--- config.mk ---
export PLATFORM = sky130hd
export DESIGN_NAME = dual_quadrature_speed_counter_core
export DESIGN_NICKNAME = d
export VERILOG_FILES = /design/src/rtl/dqsc_pkg.sv /design/src/rtl/dqsc_motor.sv /design/src/rtl/dual_quadrature_speed_counter_core.sv
export SDC_FILE = /design/constraint.sdc
export NUM_CORES = 1
export LEC_CHECK = 0
export BUFFER_PORTS_ARGS = -buffer_cell sky130_fd_sc_hd__buf_4
export CELL_PAD_IN_SITES_DETAIL_PLACEMENT = 0
export CELL_PAD_IN_SITES_GLOBAL_PLACEMENT = 1
export CORE_ASPECT_RATIO = 0.5
export CORE_MARGIN = 2
export CORE_UTILIZATION = 35
export DETAILED_ROUTE_END_ITERATION = 8
export PLACE_DENSITY = 0.73
export SKIP_CTS_REPAIR_TIMING = 1
export SLEW_MARGIN = 20
export SYNTH_ARGS = -nofsm -noshare
export SYNTH_HDL_FRONTEND = slang
export SYNTH_HIERARCHICAL = 1
export SYNTH_SLANG_ARGS = --single-unit
--- constraint.sdc ---
create_clock -name clk -period 7.33 [get_ports clk]
set_input_delay 1.466 -clock clk [delete_from_list [all_inputs] [get_ports clk]]
set_output_delay 1.466 -clock clk [all_outputs]
set_load 0.03 [all_outputs]
--- src/rtl/dqsc_pkg.sv ---
`timescale 1ns / 1ps
// ---------------------------------------------------------------------------
// dqsc_pkg : shared types and constants of the dual quadrature speed counter
// Beat layouts of both channels, register indexes, per-motor interfaces.
// ---------------------------------------------------------------------------
package dqsc_pkg;

  localparam int SPEED_W         = 16;
  localparam int TOTAL_OUT_W     = 32;
  localparam int WINDOW_BITS_DEF = 16;
  localparam int TOTAL_BITS_DEF  = 32;
  localparam int CFG_IDX_W       = 1;
  localparam int CFG_DATA_W      = 1;

  typedef enum logic [CFG_IDX_W-1:0] {
    CFG_LEFT_UP_LEVEL  = 1'b0,
    CFG_RIGHT_UP_LEVEL = 1'b1
  } cfg_idx_t;

  typedef struct packed {
    logic left_phase_a;
    logic left_phase_b;
    logic right_phase_a;
    logic right_phase_b;
    logic period_tick;
  } in_beat_t;

  typedef struct packed {
    logic signed [SPEED_W-1:0]     left_speed;
    logic signed [SPEED_W-1:0]     right_speed;
    logic                          left_reverse;
    logic                          right_reverse;
    logic signed [TOTAL_OUT_W-1:0] left_total;
    logic signed [TOTAL_OUT_W-1:0] right_total;
  } out_beat_t;

  // One motor's view of a sample
  typedef struct packed {
    logic step;
    logic phase_a;
    logic phase_b;
    logic up_level;
    logic tick;
  } motor_in_t;

  // One motor's snapshot, valid when the sample carries a tick
  typedef struct packed {
    logic signed [SPEED_W-1:0]     speed;
    logic                          reverse;
    logic signed [TOTAL_OUT_W-1:0] total;
  } motor_res_t;

endpackage

--- src/rtl/dqsc_motor.sv ---
`timescale 1ns / 1ps
// ---------------------------------------------------------------------------
// dqsc_motor : edge decoder, window counter and running total of one motor
// Counts 2x quadrature edges into a saturating window, folds the window into
// a wrapping total on a tick and presents the snapshot.
// ---------------------------------------------------------------------------
module dqsc_motor #(
  parameter int WINDOW_BITS = dqsc_pkg::WINDOW_BITS_DEF,
  parameter int TOTAL_BITS  = dqsc_pkg::TOTAL_BITS_DEF,
  parameter bit A_PRIORITY  = 1'b0
) (
  input  logic                 clk,
  input  logic                 rst_n,
  input  dqsc_pkg::motor_in_t  ctl,
  output dqsc_pkg::motor_res_t res
);
  import dqsc_pkg::*;

  logic                          prev_a_r, prev_b_r;
  logic signed [WINDOW_BITS-1:0] window_r, window_nxt;
  logic        [TOTAL_BITS-1:0]  sum_r, sum_nxt;

  logic                          a_edge, b_edge;
  logic signed [2:0]             d_a, d_b, delta;
  logic signed [WINDOW_BITS:0]   win_wide;
  logic signed [WINDOW_BITS-1:0] win_sat;
  logic        [TOTAL_BITS-1:0]  win_ext;

  assign a_edge = ctl.phase_a & ~prev_a_r;
  assign b_edge = ctl.phase_b & ~prev_b_r;
  assign d_a    = (ctl.phase_b == ctl.up_level) ? 3'sd1 : -3'sd1;
  assign d_b    = (ctl.phase_a == ctl.up_level) ? -3'sd1 : 3'sd1;

  always_comb begin
    delta = 3'sd0;
    if (A_PRIORITY) begin
      priority if (a_edge) delta = d_a;
      else if (b_edge)     delta = d_b;
      else                 delta = 3'sd0;
    end else begin
      delta = (a_edge ? d_a : 3'sd0) + (b_edge ? d_b : 3'sd0);
    end
  end

  // Clamp on overflow: the top two bits of the widened sum disagree
  assign win_wide = {window_r[WINDOW_BITS-1], window_r}
                  + {{(WINDOW_BITS-2){delta[2]}}, delta};

  always_comb begin
    if (win_wide[WINDOW_BITS] != win_wide[WINDOW_BITS-1]) begin
      win_sat = win_wide[WINDOW_BITS] ? {1'b1, {(WINDOW_BITS-1){1'b0}}}
                                      : {1'b0, {(WINDOW_BITS-1){1'b1}}};
    end else begin
      win_sat = win_wide[WINDOW_BITS-1:0];
    end
  end

  generate
    if (WINDOW_BITS >= TOTAL_BITS) begin : g_ext_trunc
      assign win_ext = win_sat[TOTAL_BITS-1:0];
    end else begin : g_ext_sign
      assign win_ext = {{(TOTAL_BITS-WINDOW_BITS){win_sat[WINDOW_BITS-1]}}, win_sat};
    end
  endgenerate

  always_comb begin
    window_nxt = window_r;
    sum_nxt    = sum_r;
    if (ctl.step) begin
      if (ctl.tick) begin
        sum_nxt    = sum_r + win_ext;
        window_nxt = '0;
      end else begin
        window_nxt = win_sat;
      end
    end
  end

  always_ff @(posedge clk) begin
    if (!rst_n) begin
      prev_a_r <= 1'b0;
      prev_b_r <= 1'b0;
      window_r <= '0;
      sum_r    <= '0;
    end else begin
      if (ctl.step) begin
        prev_a_r <= ctl.phase_a;
        prev_b_r <= ctl.phase_b;
      end
      window_r <= window_nxt;
      sum_r    <= sum_nxt;
    end
  end

  // Speed field: clamp or sign-extend the window to the fixed speed width
  generate
    if (WINDOW_BITS > SPEED_W) begin : g_spd_clamp
      logic fits;
      assign fits = (&win_sat[WINDOW_BITS-1:SPEED_W-1])
                  | ~(|win_sat[WINDOW_BITS-1:SPEED_W-1]);
      assign res.speed = fits ? win_sat[SPEED_W-1:0]
                       : (win_sat[WINDOW_BITS-1] ? {1'b1, {(SPEED_W-1){1'b0}}}
                                                 : {1'b0, {(SPEED_W-1){1'b1}}});
    end else if (WINDOW_BITS == SPEED_W) begin : g_spd_same
      assign res.speed = win_sat;
    end else begin : g_spd_ext
      assign res.speed = {{(SPEED_W-WINDOW_BITS){win_sat[WINDOW_BITS-1]}}, win_sat};
    end
  endgenerate

  generate
    if (TOTAL_BITS >= TOTAL_OUT_W) begin : g_tot_trunc
      assign res.total = sum_nxt[TOTAL_OUT_W-1:0];
    end else begin : g_tot_ext
      assign res.total = {{(TOTAL_OUT_W-TOTAL_BITS){sum_nxt[TOTAL_BITS-1]}}, sum_nxt};
    end
  endgenerate

  assign res.reverse = win_sat[WINDOW_BITS-1];

endmodule

--- src/rtl/dual_quadrature_speed_counter_core.sv ---
`timescale 1ns / 1ps
// ---------------------------------------------------------------------------
// dual_quadrature_speed_counter_core : two-motor 2x quadrature speed counter
// Edge counting per sample beat, snapshot of window counts and totals on tick.
// ---------------------------------------------------------------------------
// Each input beat is one sample of both encoders' phases plus a period tick.
// The block takes one beat every clock while in_stall is low: a beat is
// captured in an input register, its edges are counted as it advances out
// of that register, and a tick beat then leaves its snapshot in the output
// register, where it is offered until taken. Beats without a tick never
// produce a result.
// in_stall rises only when a tick beat sits in the input register while an
// earlier snapshot is still held by out_stall; the output register is the one
// slot that decides this. Write the up-level registers only while idle; only
// bit 0 of the write data is used.
module dual_quadrature_speed_counter_core #(
  parameter int WINDOW_BITS = dqsc_pkg::WINDOW_BITS_DEF,
  parameter int TOTAL_BITS  = dqsc_pkg::TOTAL_BITS_DEF
) (
  input  logic                                clk,
  input  logic                                rst_n,
  // sample beats
  input  logic                                in_valid,
  output logic                                in_stall,
  input  dqsc_pkg::in_beat_t                  in_beat,
  // snapshot beats
  output logic                                out_valid,
  input  logic                                out_stall,
  output dqsc_pkg::out_beat_t                 out_beat,
  // configuration writes
  input  logic                                cfg_wr_en,
  input  logic [dqsc_pkg::CFG_IDX_W-1:0]      cfg_idx,
  input  logic [dqsc_pkg::CFG_DATA_W-1:0]     cfg_wdata
);
  import dqsc_pkg::*;

  // up-level registers
  logic      left_up_r, right_up_r;

  // input stage
  logic      in_vld_r, in_vld_nxt;
  in_beat_t  in_r;

  // output stage
  logic      out_vld_r, out_vld_nxt;
  out_beat_t out_r;

  logic       advance, take_in;
  motor_in_t  left_in, right_in;
  motor_res_t left_res, right_res;

  // Configuration: decode the index, keep bit 0 of the data
  always_ff @(posedge clk) begin
    if (!rst_n) begin
      left_up_r  <= 1'b0;
      right_up_r <= 1'b1;
    end else if (cfg_wr_en) begin
      unique case (cfg_idx_t'(cfg_idx))
        CFG_LEFT_UP_LEVEL:  left_up_r  <= cfg_wdata[0];
        CFG_RIGHT_UP_LEVEL: right_up_r <= cfg_wdata[0];
        default: ;
      endcase
    end
  end

  // Advance the held sample unless it carries a tick and the output slot is
  // still occupied by a stalled snapshot.
  assign advance  = in_vld_r & (~in_r.period_tick | ~out_vld_r | ~out_stall);
  assign in_stall = in_vld_r & ~advance;
  assign take_in  = in_valid & ~in_stall;

  always_comb begin
    in_vld_nxt = in_vld_r;
    if (take_in)      in_vld_nxt = 1'b1;
    else if (advance) in_vld_nxt = 1'b0;
  end

  always_ff @(posedge clk) begin
    if (!rst_n) in_vld_r <= 1'b0;
    else        in_vld_r <= in_vld_nxt;
  end

  // payload: hold while stalled
  always_ff @(posedge clk) begin
    if (take_in) in_r <= in_beat;
  end

  // Counting units: the left motor lets an A edge drop a simultaneous B edge
  assign left_in  = '{step: advance, phase_a: in_r.left_phase_a,
                      phase_b: in_r.left_phase_b, up_level: left_up_r,
                      tick: in_r.period_tick};
  assign right_in = '{step: advance, phase_a: in_r.right_phase_a,
                      phase_b: in_r.right_phase_b, up_level: right_up_r,
                      tick: in_r.period_tick};

  dqsc_motor #(
    .WINDOW_BITS (WINDOW_BITS),
    .TOTAL_BITS  (TOTAL_BITS),
    .A_PRIORITY  (1'b1)
  ) u_left (
    .clk   (clk),
    .rst_n (rst_n),
    .ctl   (left_in),
    .res   (left_res)
  );

  dqsc_motor #(
    .WINDOW_BITS (WINDOW_BITS),
    .TOTAL_BITS  (TOTAL_BITS),
    .A_PRIORITY  (1'b0)
  ) u_right (
    .clk   (clk),
    .rst_n (rst_n),
    .ctl   (right_in),
    .res   (right_res)
  );

  // Output slot: load on a tick sample, drop once the beat is taken
  always_comb begin
    out_vld_nxt = out_vld_r;
    if (advance && in_r.period_tick) out_vld_nxt = 1'b1;
    else if (!out_stall)             out_vld_nxt = 1'b0;
  end

  always_ff @(posedge clk) begin
    if (!rst_n) out_vld_r <= 1'b0;
    else        out_vld_r <= out_vld_nxt;
  end

  always_ff @(posedge clk) begin
    if (advance && in_r.period_tick) begin
      out_r.left_speed    <= left_res.speed;
      out_r.right_speed   <= right_res.speed;
      out_r.left_reverse  <= left_res.reverse;
      out_r.right_reverse <= right_res.reverse;
      out_r.left_total    <= left_res.total;
      out_r.right_total   <= right_res.total;
    end
  end

  assign out_valid = out_vld_r;
  assign out_beat  = out_r;

endmodule

==> flow_summary_export.csv <==
group,metric,value,unit
critical_path,cp.required,7.59,ns
cells_and_area,drive_above_1_share,14.6,%
global_routing,grt_pass1_vias,9360,
logic_synthesis,synth.cell_area,0.0122,mm²
timing,tns,0,ns
clock_network,clk_pin_slew,0.06,ns
clock_network,clk-insertion-delay-late,0.52,ns
placement,dp_hpwl,23000,µm
pwr,leakage,5.92,nW
cells_and_area,fill_cells,3320,
logic_synthesis,yosys-top-cells-count,"nand2_1, dfxtp_1, edfxtp_1",
floorplanning,core-area,0.0344,mm²
cells_and_area,final_net_count,1500,
floorplanning,rows,48,
pwr,irDropWorstVdd,0.128,mV
floorplanning,chipWidth,268,µm
logic_synthesis,ys_ff_latch,207,
drt,drc,0,
logic_synthesis,yosys-top-cells-area,"edfxtp_1, dfxtp_1, ha_1",
drt,vias,9704,
cells_and_area,finalNonFillerCells,1876,
global_routing,grt_start_max_net_pins,81,
logic_synthesis,synth_top_area_share,25.3,%
global_routing,antenna_found_initial,0,
clock_network,h-tree-depth,1,
logic_synthesis,synth.most_common_cell,"nand2_1",
clock_network,root_buffer,"clkbuf_16",
critical_path,end_kind,"flip-flop",
cells_and_area,post-route-util,41.5,%
timing,finalSetupViolations,0,
critical_path,worstSetupStartpointType,"flip-flop",
logic_synthesis,avgSynthCellArea,9.54,µm²
timing,skew,0.0132,ns
drt,drt_iter0_drc,541,
critical_path,arrival,6.99,ns
critical_path,cp_max_fo,14,
critical_path,crit_type,"reg2reg",
pwr,p_per_area,239,mW/mm²
logic_synthesis,synthAdderAreaFrac,10.8,%
timing,report.final.hold_viol_count,0,
logic_synthesis,synth_top_family_by_area,"compound AO/OA/AOI/OAI gates",
logic_synthesis,async_reset_ff_share,0,%
logic_synthesis,synth_compound_area_share,20.4,%
timing,period_needed,6.73,ns
min_path,min_path_type,"reg2reg",
placement,io_buffers,111,
clock_network,cts_num_sinks,207,
global_routing,grt.overflow.total,0,
timing,fmax,149,MHz
drt,ant_nets,0,
clock_network,cts_buffer_depth,3,
floorplanning,start_util,35.5,%
timing,rsz0062_at_grt,"false",
logic_synthesis,synth_edf_count,103,
timing,post-route-period-util,91.8,%
clock_network,cts_tree,"done",
logic_synthesis,synthFlopType,"dfxtp_1",
logic_synthesis,synthMuxAreaShare,2.57,%
flow_run,max_cap_violations,0,
timing,slew_violations,0,
placement,routabilityCongestion,0.871,
drt,first_pass_iters,5,
logic_synthesis,yosysTopAreaCell,"edfxtp_1",
logic_synthesis,ys_seq_area_share,42.3,%
floorplanning,chipHeight,136,µm
floorplanning,dieArea,0.0365,mm²
clock_network,numCtsBuffers,22,
logic_synthesis,syn_nets,1395,
logic_synthesis,synthSimpleGateAreaFrac,15.9,%
cells_and_area,antennaDiodeCount,0,
drt,wl_per_cell,16.5,µm
timing,slew_headroom,30.2,%
placement,dp_cells,1837,
logic_synthesis,synth_xor_area_share,5.02,%
drt,via_per_inst,5.17,
timing,max_slew.worst_pin.slew,1.04,ns
floorplanning,io_pins,112,
logic_synthesis,synth_cells,1281,
logic_synthesis,synth.distinct_cells,84,
logic_synthesis,yosys_warnings,6,
global_routing,grt_usage,16.7,%
outcome,status,"finished, final reports clean",
global_routing,grt_pass1_wl,49300,µm
cells_and_area,syn_to_final_growth,16.9,%
drt,wl,30900,µm
==> power breakdown <==
group | leakage [nW] | internal (mW) | switching, mW
clock | 0.352 | 0.640 | 0.474
combinational | 3.77 | 0.356 | 0.610
sequential | 1.79 | 1.30 | 0.0349
total | 5.92 | 2.30 | 1.12
==> cell usage in the layout, fill, tap and decap left out, drive strengths merged, types with 5 or more instances in the layout <==
cell type,Yosys,final
clkbuf,33,28
and3,12,12
o21bai,16,16
nor2,76,76
fa,6,6
or4,5,5
a31oi,12,12
inv,43,44
xor2,23,23
o21ai,111,111
a21oi,105,105
mux2i,14,14
nand3,22,22
a211oi,13,13
clkinv,0,8
o211ai,18,18
mux2,14,14
nand2b,14,14
a31o,6,6
ha,96,96
or2,7,7
a22o,6,6
o21a,13,13
nand3b,5,5
a21o,37,37
dfxtp,104,104
nand4,10,10
buf,10,125
nor2b,9,9
nand2,150,150
and2,57,57
nor3b,5,5
xnor2,47,47
nor3,13,13
o31ai,9,9
edfxtp,103,103
==> logic make-up after synthesis <==
| logic type | Yosys count |
|---|---|
| simple gates | 400 |
| mux | 28 |
| xor+xnor | 70 |
| buf+inv | 87 |
| flops | 207 |
| fa+ha+maj | 102 |
| compound gates | 387 |
==> per-layer routing <==
| metal | routed length, µm | global-route usage [%] |
|---|---|---|
| met4 | 695 | 4.28 |
| met1 | 14800 | 22.6 |
| met3 | 1040 | 2.54 |
| met5 | 0 | 0 |
| met2 | 14300 | 28.0 |
==> registers in the layout (all words and copies together) (netlist names), 5 cells and up <==
signal and flops:
u_right/sum_r 32, u_left/sum_r 32, in_r 5, u_left/window_r 16
out_beat 98, u_right/window_r 16
==> path summary, 6_finish.rpt <==
| check | depth (start not counted) | slack (ns) | startpoint | to |
|---|---|---|---|---|
| min reg2reg | 2 | 0.46 | u_left/window_r[11]$_SDFFE_PN0P_ | u_left/window_r[11]$_SDFFE_PN0P_ |
| max reg2reg | 23 | 0.60 | in_r[2]$_DFFE_PP_ | out_beat[22]$_DFFE_PP_ |
| min | 2 | 0.46 | u_left/window_r[11]$_SDFFE_PN0P_ | u_left/window_r[11]$_SDFFE_PN0P_ |
| max | 23 | 0.60 | in_r[2]$_DFFE_PP_ | out_beat[22]$_DFFE_PP_ |
==> critical path, cell delays in order (launching register included) <==
cell and delay [ns]:
edfxtp_1 0.38, nor2b_1 0.18, ha_1 0.16, inv_1 0.08, fa_1 0.48, buf_4 0.22
ha_1 0.35, nor3_1 0.20, nor2_1 0.06, a31o_2 0.28, a221o_1 0.41, a311o_4 0.44
mux2i_2 0.39, o21ai_0 0.21, ha_1 0.27, fa_1 0.45, a211oi_1 0.34, o21ai_0 0.18
nor4b_1 0.21, nor4_2 0.47, nor2b_1 0.15, a21oi_1 0.30, xnor2_1 0.15, o21ai_0 0.09
==> through the flow <==
| stage | hold WS [ns] | total power, mW | setup WS [ns] | instance area [µm²] |
|---|---|---|---|---|
| after global routing | 0.476 | 3.61 | 0.107 | 14300 |
| after detailed placement | 0.451 | 2.32 | 0.438 | 13600 |
| after global placement | 0.445 | 2.31 | 0.619 | 13600 |
| after floorplan | 0.434 | 2.07 | 0.525 | 12200 |
| after CTS | 0.461 | 3.45 | 0.425 | 14300 |
| final | 0.460 | 3.42 | 0.600 | 14300 |
==> final cells by class <==
class | instances | area (µm²) | area share, %
clock buffers | 28 | 626 | 4.38
clock inverters | 11 | 87.6 | 0.613
inverters | 43 | 161 | 1.13
multi-input cells | 987 | 6700 | 46.9
flip-flops and latches | 207 | 5170 | 36.2
well taps | 475 | 594 | 4.16
repair buffers | 125 | 942 | 6.60
Note: power is estimated with default switching activity, not from simulation.
